`src/assert_macros.svh`:
```
// Assertion helpers shared by the RTL.
`ifndef ASSERT_MACROS_SVH
`define ASSERT_MACROS_SVH

// Implication checked on every rising edge outside reset.
`define ASSERT_IMPL(label, ante, cons, msg) \
  label: assert property (@(posedge clk) disable iff (!rst_n) (ante) |-> (cons)) \
    else $error(msg);

// Next-cycle implication checked outside reset.
`define ASSERT_NEXT(label, ante, cons, msg) \
  label: assert property (@(posedge clk) disable iff (!rst_n) (ante) |=> (cons)) \
    else $error(msg);

`endif

```
`src/gbee_pkg.sv`:
```
package gbee_pkg;

  localparam int unsigned NumBindings = 12;
  localparam logic [14:0] ThrReset = 15'd9000;
  localparam logic [14:0] DzReset = 15'd7849;
  localparam logic [15:0] Q15One = 16'd32767;

  typedef enum logic [1:0] {
    KIND_KEY = 2'd0,
    KIND_LOST = 2'd1,
    KIND_STICK = 2'd2
  } kind_t;

  localparam logic [0:0] RegThr = 1'b0;
  localparam logic [0:0] RegDz = 1'b1;

  typedef struct packed {
    logic connected;
    logic [15:0] buttons;
    logic signed [15:0] stick_x_raw;
    logic signed [15:0] stick_y_raw;
  } in_item_t;

  typedef struct packed {
    logic [1:0] event_kind;
    logic [3:0] key_index;
    logic pressed;
    logic signed [15:0] stick_x_norm;
    logic signed [15:0] stick_y_norm;
    logic last;
  } out_item_t;

  // Bit position in the raw mask of each binding, in scan order.
  function automatic logic [3:0] bind_bit(input logic [3:0] idx);
    logic [3:0] b;
    b = 4'd0;
    case (idx)
      4'd0: b = 4'd12;
      4'd1: b = 4'd13;
      4'd2: b = 4'd14;
      4'd3: b = 4'd15;
      4'd4: b = 4'd8;
      4'd5: b = 4'd9;
      4'd6: b = 4'd5;
      4'd7: b = 4'd4;
      4'd8: b = 4'd0;
      4'd9: b = 4'd1;
      4'd10: b = 4'd2;
      4'd11: b = 4'd3;
      default: b = 4'd0;
    endcase
    return b;
  endfunction

endpackage

```
`src/gbee_norm.sv`:
```
// Radial dead zone stick normalization. One bit of each result per cycle:
// a shift-and-add squarer, a bit-serial square root, and restoring dividers.
module gbee_norm (
  input  logic clk,
  input  logic rst_n,
  input  logic start,
  input  logic signed [15:0] x_in,
  input  logic signed [15:0] y_in,
  input  logic [14:0] dead_zone,
  output logic done,
  output logic signed [15:0] nx,
  output logic signed [15:0] ny
);

  typedef enum logic [3:0] {
    S_IDLE, S_SQX, S_SQY, S_CHK, S_SQRT, S_RDIV, S_MUL, S_ODIV, S_NEXT, S_DONE
  } state_t;

  localparam logic [15:0] Q15 = 16'd32767;

  state_t state_r;
  logic [5:0] cnt_r;
  logic [15:0] ax_r, ay_r;
  logic sx_r, sy_r;
  logic [31:0] s_r;
  logic [47:0] rem_r;
  logic [47:0] rad_r;
  logic [24:0] root_r;
  logic [24:0] num_r, den_r;
  logic [15:0] r_r;
  logic [39:0] prod_r;
  logic [15:0] mulb_r;
  logic axis_r;
  logic signed [15:0] nx_r, ny_r;
  logic done_r;
  logic [15:0] qout_r;

  logic [15:0] cx_mag, cy_mag;
  logic [25:0] sq_trial;
  logic [48:0] div_trial;
  logic [29:0] dzsq;
  logic [15:0] qsat;

  always_comb begin
    cx_mag = x_in[15] ? ((x_in == 16'sh8000) ? 16'd32767 : 16'(-x_in)) : x_in;
    cy_mag = y_in[15] ? ((y_in == 16'sh8000) ? 16'd32767 : 16'(-y_in)) : y_in;
    sq_trial = {rem_r[47:24], rad_r[47:46]} - {root_r[23:0], 2'b01};
    div_trial = {rem_r, rad_r[39]} - {24'd0, den_r};
    dzsq = 30'(dead_zone) * 30'(dead_zone);
    qsat = (qout_r > Q15) ? Q15 : qout_r;
  end

  always_ff @(posedge clk) begin
    if (!rst_n) begin
      state_r <= S_IDLE;
      done_r <= 1'b0;
    end else begin
      done_r <= 1'b0;
      unique case (state_r)
        S_IDLE: begin
          if (start) begin
            ax_r <= cx_mag; ay_r <= cy_mag;
            sx_r <= x_in[15]; sy_r <= y_in[15];
            s_r <= '0; prod_r <= '0;
            mulb_r <= cx_mag; cnt_r <= '0;
            nx_r <= '0; ny_r <= '0;
            state_r <= S_SQX;
          end
        end
        // Squares are built one multiplier bit per cycle.
        S_SQX, S_SQY: begin
          if (mulb_r[cnt_r[3:0]])
            s_r <= s_r + ({16'd0, (state_r == S_SQX) ? ax_r : ay_r} << cnt_r[3:0]);
          if (cnt_r == 6'd15) begin
            cnt_r <= '0;
            mulb_r <= ay_r;
            state_r <= (state_r == S_SQX) ? S_SQY : S_CHK;
          end else cnt_r <= cnt_r + 6'd1;
        end
        S_CHK: begin
          if ({2'b0, s_r} <= {4'd0, dzsq}) state_r <= S_DONE;
          else begin
            rad_r <= {s_r, 16'd0};
            rem_r <= '0; root_r <= '0; cnt_r <= '0;
            state_r <= S_SQRT;
          end
        end
        // Square root of s*65536, two radicand bits per cycle.
        S_SQRT: begin
          if (!sq_trial[25]) begin
            rem_r <= {sq_trial[23:0], 24'd0};
            root_r <= {root_r[23:0], 1'b1};
          end else begin
            rem_r <= {rem_r[45:24], rad_r[47:46], 24'd0};
            root_r <= {root_r[23:0], 1'b0};
          end
          rad_r <= {rad_r[45:0], 2'b00};
          if (cnt_r == 6'd23) begin
            cnt_r <= '0;
            state_r <= S_RDIV;
          end else cnt_r <= cnt_r + 6'd1;
        end
        // r = (m8 - dz*256) * 32767 / ((32767 - dz) * 256), restoring.
        S_RDIV: begin
          if (cnt_r == 6'd0) begin
            num_r <= (root_r > {2'd0, dead_zone, 8'd0}) ?
                     root_r - {2'd0, dead_zone, 8'd0} : '0;
            den_r <= {2'd0, 15'(Q15 - {1'b0, dead_zone}), 8'd0};
            prod_r <= '0; mulb_r <= Q15;
            cnt_r <= 6'd1;
          end else if (cnt_r <= 6'd15) begin
            if (mulb_r[cnt_r[3:0] - 4'd1])
              prod_r <= prod_r + ({15'd0, num_r} << (cnt_r[3:0] - 4'd1));
            cnt_r <= cnt_r + 6'd1;
          end else if (cnt_r == 6'd16) begin
            rem_r <= '0; rad_r <= {8'd0, prod_r};
            cnt_r <= 6'd17;
          end else if (cnt_r == 6'd57) begin
            // All forty quotient bits are in by now.
            if (den_r == '0) r_r <= Q15;
            else r_r <= qsat;
            axis_r <= 1'b0; cnt_r <= '0;
            state_r <= S_MUL;
          end else begin
            if (!div_trial[48]) rem_r <= div_trial[47:0];
            else rem_r <= {rem_r[46:0], rad_r[39]};
            rad_r <= {rad_r[46:0], 1'b0};
            cnt_r <= cnt_r + 6'd1;
          end
        end
        // Product |c| * r * 256 one bit per cycle, then divide by m8.
        S_MUL: begin
          if (cnt_r == 6'd0) begin
            prod_r <= '0;
            mulb_r <= axis_r ? ay_r : ax_r;
            cnt_r <= 6'd1;
          end else begin
            if (mulb_r[cnt_r[3:0] - 4'd1])
              prod_r <= prod_r + ({24'd0, r_r} << (cnt_r + 6'd7));
            if (cnt_r == 6'd16) begin
              cnt_r <= '0;
              state_r <= S_ODIV;
            end else cnt_r <= cnt_r + 6'd1;
          end
        end
        S_ODIV: begin
          if (cnt_r == 6'd0) begin
            rem_r <= '0; rad_r <= {8'd0, prod_r}; den_r <= root_r;
            cnt_r <= 6'd1;
          end else begin
            if (!div_trial[48]) rem_r <= div_trial[47:0];
            else rem_r <= {rem_r[46:0], rad_r[39]};
            rad_r <= {rad_r[46:0], 1'b0};
            cnt_r <= cnt_r + 6'd1;
            if (cnt_r == 6'd40) state_r <= S_NEXT;
          end
        end
        S_NEXT: begin
          if (axis_r) begin
            ny_r <= sy_r ? 16'(-qsat) : qsat;
            state_r <= S_DONE;
          end else begin
            nx_r <= sx_r ? 16'(-qsat) : qsat;
            axis_r <= 1'b1; cnt_r <= '0;
            state_r <= S_MUL;
          end
        end
        S_DONE: begin
          done_r <= 1'b1;
          state_r <= S_IDLE;
        end
        default: state_r <= S_IDLE;
      endcase
    end
  end

  // Quotient bits collect alongside the restoring steps.
  always_ff @(posedge clk) begin
    if (state_r == S_IDLE) qout_r <= '0;
    else if (((state_r == S_RDIV) && (cnt_r >= 6'd17) && (cnt_r <= 6'd56)) ||
             ((state_r == S_ODIV) && (cnt_r != 6'd0))) begin
      qout_r <= qout_r[15] ? 16'hFFFF : {qout_r[14:0], !div_trial[48]};
    end else if ((state_r == S_MUL) || (state_r == S_NEXT)) qout_r <= '0;
  end

  assign done = done_r;
  assign nx = nx_r;
  assign ny = ny_r;

endmodule

```
`src/gamepad_button_edge_events_top.sv`:
```
// Key events come first, one per cycle while the output is taken, and the
// stick summary ends each poll. A new request is accepted only in idle, so a
// connected poll runs through the bit-serial square root and the three
// restoring divisions in gbee_norm before the next; a disconnected poll goes
// through the device-lost result, if a device was connected, to the summary.
// Reset (rst_n low, synchronous) restores both registers to their defaults
// and clears the remembered buttons and the connected flag.
`include "assert_macros.svh"
module gamepad_button_edge_events_top (
  input  logic clk,
  input  logic rst_n,
  input  logic in_valid,
  output logic in_ready,
  input  gbee_pkg::in_item_t in_data,
  output logic out_valid,
  input  logic out_ready,
  output gbee_pkg::out_item_t out_data,
  input  logic cfg_psel,
  input  logic cfg_penable,
  input  logic cfg_pwrite,
  input  logic [2:0] cfg_paddr,
  input  logic [31:0] cfg_pwdata,
  output logic [31:0] cfg_prdata,
  output logic cfg_pready
);

  typedef enum logic [2:0] {
    S_IDLE, S_LOST, S_SCAN, S_WAIT, S_SUM, S_DRAIN
  } state_t;

  state_t state_r;
  logic [14:0] thr_r, dz_r;
  logic [11:0] prev_r;
  logic conn_r;
  logic [15:0] btn_r;
  logic [3:0] idx_r;
  logic out_valid_r;
  gbee_pkg::out_item_t out_r;
  logic norm_start;
  logic norm_done;
  logic norm_ready_r;
  logic signed [15:0] norm_x, norm_y;
  logic [15:0] btn_dir;
  logic now_bit, was_bit;
  logic wr_en;
  logic slot_free;
  logic out_load;
  logic signed [16:0] thr_s;

  assign cfg_pready = 1'b1;
  assign wr_en = cfg_psel && cfg_penable && cfg_pwrite;
  assign cfg_prdata = cfg_paddr[2] ? {17'd0, dz_r} : {17'd0, thr_r};

  always_comb begin
    thr_s = {2'b00, thr_r};
    btn_dir = in_data.buttons;
    if (17'(in_data.stick_x_raw) < -thr_s) btn_dir[2] = 1'b1;
    else if (17'(in_data.stick_x_raw) > thr_s) btn_dir[3] = 1'b1;
    if (17'(in_data.stick_y_raw) < -thr_s) btn_dir[1] = 1'b1;
    else if (17'(in_data.stick_y_raw) > thr_s) btn_dir[0] = 1'b1;
    now_bit = btn_r[gbee_pkg::bind_bit(idx_r)];
    was_bit = prev_r[idx_r];
  end

  assign slot_free = !out_valid_r || out_ready;
  assign in_ready = (state_r == S_IDLE);
  // The normalizer takes the stick straight from the accepted request.
  assign norm_start = in_valid && in_ready && in_data.connected;
  assign out_load = slot_free && ((state_r == S_LOST) || (state_r == S_DRAIN) ||
                    (state_r == S_SUM) || ((state_r == S_SCAN) && (now_bit != was_bit)));

  gbee_norm u_norm (
    .clk(clk), .rst_n(rst_n), .start(norm_start),
    .x_in(in_data.stick_x_raw), .y_in(in_data.stick_y_raw),
    .dead_zone(dz_r), .done(norm_done), .nx(norm_x), .ny(norm_y)
  );

  always_ff @(posedge clk) begin
    if (!rst_n) begin
      thr_r <= gbee_pkg::ThrReset;
      dz_r <= gbee_pkg::DzReset;
    end else if (wr_en) begin
      case (cfg_paddr[2])
        gbee_pkg::RegThr: thr_r <= cfg_pwdata[14:0];
        gbee_pkg::RegDz: dz_r <= cfg_pwdata[14:0];
        default: ;
      endcase
    end
  end

  always_ff @(posedge clk) begin
    if (!rst_n) begin
      state_r <= S_IDLE;
      prev_r <= '0;
      conn_r <= 1'b0;
      out_valid_r <= 1'b0;
      norm_ready_r <= 1'b0;
      idx_r <= '0;
    end else begin
      out_valid_r <= out_load || (out_valid_r && !out_ready);
      // The done pulse is held until the scan has finished.
      norm_ready_r <= (norm_ready_r || norm_done) && (state_r != S_WAIT);
      unique case (state_r)
        S_IDLE: begin
          if (in_valid) begin
            idx_r <= '0;
            btn_r <= btn_dir;
            if (!in_data.connected) begin
              state_r <= conn_r ? S_LOST : S_SUM;
            end else begin
              state_r <= S_SCAN;
            end
          end
        end
        S_LOST: begin
          if (slot_free) begin
            out_r <= '{event_kind: gbee_pkg::KIND_LOST, default: '0};
            state_r <= S_SUM;
          end
        end
        S_SCAN: begin
          if (now_bit == was_bit || slot_free) begin
            if (now_bit != was_bit) begin
              out_r <= '{event_kind: gbee_pkg::KIND_KEY, key_index: idx_r,
                         pressed: now_bit, default: '0};
            end
            prev_r[idx_r] <= now_bit;
            if (idx_r == 4'(gbee_pkg::NumBindings - 1)) state_r <= S_WAIT;
            idx_r <= idx_r + 4'd1;
          end
        end
        S_WAIT: begin
          if (norm_ready_r || norm_done) begin
            conn_r <= 1'b1;
            state_r <= S_DRAIN;
          end
        end
        S_DRAIN: begin
          if (slot_free) begin
            out_r <= '{event_kind: gbee_pkg::KIND_STICK, stick_x_norm: norm_x,
                       stick_y_norm: norm_y, last: 1'b1, default: '0};
            state_r <= S_IDLE;
          end
        end
        S_SUM: begin
          if (slot_free) begin
            out_r <= '{event_kind: gbee_pkg::KIND_STICK, last: 1'b1, default: '0};
            prev_r <= '0;
            conn_r <= 1'b0;
            state_r <= S_IDLE;
          end
        end
        default: state_r <= S_IDLE;
      endcase
    end
  end

  assign out_valid = out_valid_r;
  assign out_data = out_r;

  `ASSERT_IMPL(a_last_is_sum, out_valid && out_data.last,
    out_data.event_kind == gbee_pkg::KIND_STICK, "last result is not a summary")
  `ASSERT_IMPL(a_key_range, out_valid && out_data.event_kind == gbee_pkg::KIND_KEY,
    out_data.key_index < 4'(gbee_pkg::NumBindings), "key index out of range")
  `ASSERT_NEXT(a_lost_clears, state_r == S_SUM && slot_free,
    !conn_r && prev_r == 12'd0, "disconnect left state behind")

endmodule
```
`config.mk`:
```
export PLATFORM = sky130hd
export DESIGN_NAME = gamepad_button_edge_events_top
export DESIGN_NICKNAME = d
export VERILOG_FILES = /design/src/gbee_pkg.sv /design/src/gbee_norm.sv /design/src/gamepad_button_edge_events_top.sv
export VERILOG_INCLUDE_DIRS = /design/src /design/src/src
export SDC_FILE = /design/constraint.sdc
export NUM_CORES = 2
export LEC_CHECK = 0
export BUFFER_PORTS_ARGS = -buffer_cell sky130_fd_sc_hd__buf_2
export CAP_MARGIN = 10
export CORE_MARGIN = 3
export CORE_UTILIZATION = 36
export CTS_BUF_LIST = sky130_fd_sc_hd__clkbuf_16
export CTS_CLUSTER_DIAMETER = 200
export DETAILED_ROUTE_END_ITERATION = 8
export PLACE_DENSITY = 0.55
export SKIP_CTS_REPAIR_TIMING = 1
export SLEW_MARGIN = 10
export SYNTH_ARGS = -nofsm -noshare
export SYNTH_HDL_FRONTEND = slang
export SYNTH_HIERARCHICAL = 1
export SYNTH_SLANG_ARGS = --single-unit
```
`constraint.sdc`:
```
create_clock -name clk -period 45.5 [get_ports clk]
set_clock_uncertainty 0.15 [all_clocks]
set_input_delay 6.825 -clock clk [delete_from_list [all_inputs] [get_ports clk]]
set_output_delay 6.825 -clock clk [all_outputs]
set_load 0.01 [all_outputs]
```
# After elaboration in Yosys (flattened, before gate mapping)
# Memories as Yosys holds them, arrays and structs flattened. A register that Yosys moved wholly into a read port is not among the register bits.
# Index checks and enable logic that the tools add are counted.
dict set report word_totals {
  regBits 477
  romBits 64
  input_bits 91
  output_inout_bits 75
  word_cells 332
  mem_count 1
}
# memory words width rd rd_clocked_by_memory_dff write_ports line
set memory_table {}
lappend memory_table {{(name not given)} 16 4 1 1 0 gbee_pkg.sv:37} ;# case (idx)
dict set report classes {
  n_addsub 15
  n_mul 1
  n_lt_le_gt_ge 15
  eq_ne 56
  n_shift 3
  mux 130
  bitwise_logic 5
  reduce_logical 68
}
# cell count
set ops {}
lappend ops {{$mux 48} 14}
lappend ops {{$mux 40} 11}
lappend ops {{$pmux 48 s4} 2}
lappend ops {{$mux 16} 17}
lappend ops {{$pmux 40 s4} 1}
lappend ops {{$pmux 40 s3} 1}
lappend ops {{$pmux 25 s2} 2}
lappend ops {{$add 40x40->40} 2}
lappend ops {{$mux 25} 3}
lappend ops {{$mux 6} 12}
lappend ops {{$mux 4} 17}
lappend ops {{$mux 32} 2}
lappend ops {{$pmux 16 s2} 2}
lappend ops {{$pmux 16 s4} 1}
lappend ops {{$pmux 32 s2} 1}
lappend ops {{$sub 49x25->49} 1}
lappend ops {{$neg 16->16} 3}
lappend ops {{$pmux 6 s8} 1}
lappend ops {{$mux 15} 3}
lappend ops {{$shl 16x6->40} 1}
lappend ops {{$shl 25x4->40} 1}
lappend ops {{$reduce_and 6->1} 6}
lappend ops {{$lt 16x17->1} 2}
lappend ops {{$add 32x32->32} 1}
lappend ops {{68 further kinds} 186}

# Depth between registers and ports, before layout
dict set report depth {
  ltp_word 8
  depth_mapped 35
  depth_no_buf 34
}

# Cells and area by module
# Netlist, hierarchy kept.
# mod n_inst cells_per_inst area_per_inst_um2
set by_module_without_submodules {}
lappend by_module_without_submodules {gbee_norm 1 3956 35709.2}
lappend by_module_without_submodules {gamepad_button_edge_events_top 1 675 6401.1}

# Least setup slack after synthesis
# Ideal clock, no wire load.
dict set report synth_path {
  path_kind {flip-flop to flip-flop}
  from {reg dz_r[7]}
  to {reg u_norm.rad_r[0], enable pin}
  setup_time_ps 668
  t_arrival_ps 14289
  t_required_ps 44682
  slack_ps 30393
  stages_incl_launch_ff 33
  n_path_buf 1
  period_less_slack_ps 15107
  cell_sequence {dfxtp_1 clkbuf_1 clkinv_1 nor2_1 fa_1 inv_1 fa_1 inv_1 fa_1 inv_1 fa_1 inv_1 fa_1 fa_1 ha_1 a21o_1 a21o_1 a21oi_1 a311oi_1 a21oi_1 o21ai_0 or4_1 a31o_2 a21oi_1 xnor2_1 ha_1 nand4_1 or4_1 nor3_1 a221oi_1 o211ai_1 nand2_1 nor3_1}
}
dict set report synth_between {
  elab_chain_len 4
}
# element line
set synth_rtl {}
lappend synth_rtl {{start, declared} gamepad_button_edge_events_top.sv:32} ;# logic [14:0] thr_r, dz_r;
lappend synth_rtl {{start signal, assigned} gamepad_button_edge_events_top.sv:81} ;# dz_r <= gbee_pkg::DzReset;
lappend synth_rtl {{start signal, assigned} gamepad_button_edge_events_top.sv:85} ;# gbee_pkg::RegDz: dz_r <= cfg_pwdata[14:0];
lappend synth_rtl {{$mul 15x15->30} gbee_norm.sv:49} ;# dzsq = 30'(dead_zone) * 30'(dead_zone);
lappend synth_rtl {{$le 32x30->1} gbee_norm.sv:81} ;# if ({2'b0, s_r} <= {4'd0, dzsq}) state_r <= S_DONE;
lappend synth_rtl {{$ne 2x2->1 (no line)} --}
lappend synth_rtl {{$reduce_and 6->1 (no line)} --}
lappend synth_rtl {{end signal, assigned} gbee_norm.sv:83} ;# rad_r <= {s_r, 16'd0};
lappend synth_rtl {{end signal, assigned} gbee_norm.sv:97} ;# rad_r <= {rad_r[45:0], 2'b00};
lappend synth_rtl {{end signal, assigned} gbee_norm.sv:127} ;# rad_r <= {rad_r[46:0], 1'b0};
lappend synth_rtl {{end, declared} gbee_norm.sv:27} ;# logic [47:0] rad_r;
# No other way between the ends.
# A chain may end at the register's enable or synchronous reset.

# Final worst setup path
dict set report layout_path {
  from {in cfg_paddr[2]}
  to {out cfg_prdata[11]}
}
dict set report layout_between {
  elab_chain_len 1
}
# element line
set layout_rtl {}
lappend layout_rtl {{start, declared} gamepad_button_edge_events_top.sv:21} ;# input logic [2:0] cfg_paddr,
lappend layout_rtl {{$mux 15} gamepad_button_edge_events_top.sv:52} ;# assign cfg_prdata = cfg_paddr[2] ? {17'd0, dz_r} : {17'd0, thr_r};
lappend layout_rtl {{end, declared} gamepad_button_edge_events_top.sv:23} ;# output logic [31:0] cfg_prdata,
# No other way between the ends.

==> flow_metrics.tcl <==
set metrics [dict create \
    final_util 0.402 \
    area_growth_pct 10.2 \
    drive_gt1_frac 0.0862 \
    synth_top_area_frac 0.287 \
    drv_slew 0 \
    pwr-share-clk 0.172 \
    start_util 0.365 \
    synthTopCellsByArea "edfxtp_1 (29%), ha_1 (11%), fa_1 (6.8%)" \
    cts.path.max_buffers 3 \
    reg2reg_depth 34 \
    whs_endpoint "prev_r[6]" \
    postSynthAreaPerCell_um2 9.09 \
    layout.nets 5275 \
    vdd_drop_max_uv 40.8 \
    max_slew.worst_pin.slew_ps 1200 \
    outcome "finished, final reports clean" \
    hold_start "prev_r[6]" \
    cp_max_fo 33 \
    worst-setup-path-type "in -> out" \
    tns_ps 0 \
    synth-async-reset-ratio 0 \
    ant_nets 0 \
    core_um2 115000 \
    synth_cell_type_count 92 \
    placed_cells 6129 \
    synthesis.area_um2 42100 \
    n_fill_cell 11631 \
    crit-reg2reg-capture "u_norm/rem_r[13]" \
    track_usage 0.197 \
    wl_um 122000 \
    dieArea_um2 121000 \
    viasPerCell 5.55 \
    synth_area_leader_cell "edfxtp_1" \
    cts_sinks 480 \
    worst_setup_path_start_kind "input pin" \
    synth_edf_count 403 \
    yosysSeqAreaShare 0.324 \
    cts_tree "built" \
    r2r_setup_slack_ps 34010 \
    clock-root-buffer "clkbuf_16" \
    dr.pass1.iters 9 \
    antenna_cells 0 \
    mostFrequentLayoutCells "nand2_1 (507), nor2_1 (427), edfxtp_1 (403), ha_1 (362), inv_1 (349)" \
    antenna_found_initial 2 \
    num_vias 34595 \
    ys_ff_latch 480 \
    ys_warn_count 6 \
    finalHoldViolations 0 \
    grt_max_degree 65 \
    switching_share 0.455 \
    switching_power_w 0.00128 \
    power_density_nw_per_um2 60.4 \
    drt_iter0_markers 2738 \
    wl_per_cell_um 19.5 \
    portBuffers 128 \
    cts_made_buffers 58 \
    worstPathRequired_ps 38520 \
    r2r_start "dz_r[6]" \
    htree_num_levels 2 \
    die_y_um 348 \
    rsz0062_at_grt "no" \
    power_frac_seq 0.220 \
    period_minus_slack_ps 14670 \
    setup_viol_count_final 0 \
    ys.flop_type "edfxtp_1" \
    gp_congestion 0.885 \
    max_freq_ghz 0.0682 \
    clk_latency_ps 650 \
    die_width_um 348 \
    place_hpwl_um 93100 \
    min_delay_path_depth 2 \
    rows 124 \
    hold_class "reg -> reg" \
    internal_power_w 0.00153 \
    grt_pass1_wl_um 191000 \
    fin_total_pwr_w 0.00280 \
    syn_inst 4631 \
    pwr-share-comb 0.608 \
    end_kind "output pin" \
    worstPathArrival_ps 7690 \
    p_leak_nw 19.6 \
    grt_overflow_total 0 \
    finalCritPeriodShare 0.322 \
    io-pin-count 166 \
    mostFrequentLayoutCell "nand2_1" \
    clkSlewWorstSetupHoldPaths_ps 60 \
    stdcell_count 6236 \
    cap_violations 0 \
    grt_pass1_vias 33730 \
    drc_errors 0 \
    relSlewSlack 0.195 \
]
## routing by layer
metal	wire [um]	global-route usage	up-vias
li1	-	-	16756
met5	0	0	-
met4	3310	0.0567	0
met3	5860	0.0218	160
met2	56900	0.327	852
met1	55700	0.271	16827
## power groups by stage
stage	logic [W]	registers, W	clock network (W)
floorplan	0.00131	0.000599	0
global placement	0.00168	0.000624	0
detailed placement	0.00169	0.000624	0
CTS	0.00170	0.000615	0.000496
global route	0.00191	0.000622	0.000512
finish	0.00170	0.000616	0.000483
## synth_stat cells (46+ instances only)
cell and number:
a211oi_1 51, a21o_1 98, a21oi_1 337, and2_1 47
and3_1 68, clkbuf_1 160, dfxtp_1 77, edfxtp_1 403
fa_1 144, ha_1 363, inv_1 342, mux2i_1 128
nand2_1 507, nand2b_1 53, nand3_1 91, nor2_1 430
nor2b_1 56, nor3_1 93, o21a_1 46, o21ai_0 220
o22ai_1 58, xnor2_1 150, xor2_1 103
## flip-flops by register name, indices dropped and copies added, names as in the netlist, 15 cells and up, named ones only
signal	count
u_norm/nx	16
thr_r	15
u_norm/ay_r	16
u_norm/ax_r	16
u_norm/rem_r	48
out_data	39
u_norm/num_r	25
u_norm/s_r	32
u_norm/rad_r	48
dz_r	15
u_norm/prod_r	40
u_norm/r_r	16
u_norm/qout_r	16
u_norm/den_r	25
u_norm/root_r	25
u_norm/ny	16
btn_r	16
u_norm/mulb_r	16
## worst max-delay path, cell delays in order
cell     delay, ps
buf_2          410
nand2_1         90
o21ai_0        160
buf_2          200
## cell type report
| type | instances | area, um^2 | share of cell area |
|---|---|---|---|
| Tap cell | 1512 | 1890 | 0.0408 |
| Timing Repair Buffer | 190 | 1110 | 0.0238 |
| Multi-Input combinational cell | 3594 | 26400 | 0.570 |
| Clock buffer | 59 | 1480 | 0.0318 |
| Inverter | 353 | 1330 | 0.0286 |
| Clock inverter | 48 | 505 | 0.0109 |
| Sequential cell | 480 | 13600 | 0.294 |
## metrics by stage
| stage | hold WS, ps | setup WS, ps | area (um^2) |
|---|---|---|---|
| after global routing | 350 | 30760 | 46400 |
| after global placement | 305 | 30860 | 44400 |
| after CTS | 324 | 30850 | 46400 |
| final | 323 | 30830 | 46400 |
| after detailed placement | 316 | 30850 | 44400 |
| after floorplan | 296 | 30390 | 42200 |
## kinds of logic after synthesis
family | synth area share
buffers and inverters | 0.0532
xor gates and xnor gates | 0.0530
other | 0.000267
muxes | 0.0570
DFF | 0.324
and+or+nand+nor | 0.169
adders and majority gates | 0.176
AOI/OAI and AO/OA | 0.167
## worst max path at each step
stage	startpoint	to	slack, ps
after global placement	cfg_paddr[2]	cfg_prdata[11]	30860
after floorplan	dz_r[7]	u_norm/rad_r[0]	30390
after global routing	cfg_paddr[2]	cfg_prdata[0]	30760
after detailed placement	cfg_paddr[2]	cfg_prdata[11]	30850
final	cfg_paddr[2]	cfg_prdata[11]	30830
after CTS	cfg_paddr[2]	cfg_prdata[11]	30850
Power figures use the tool's default switching activity.
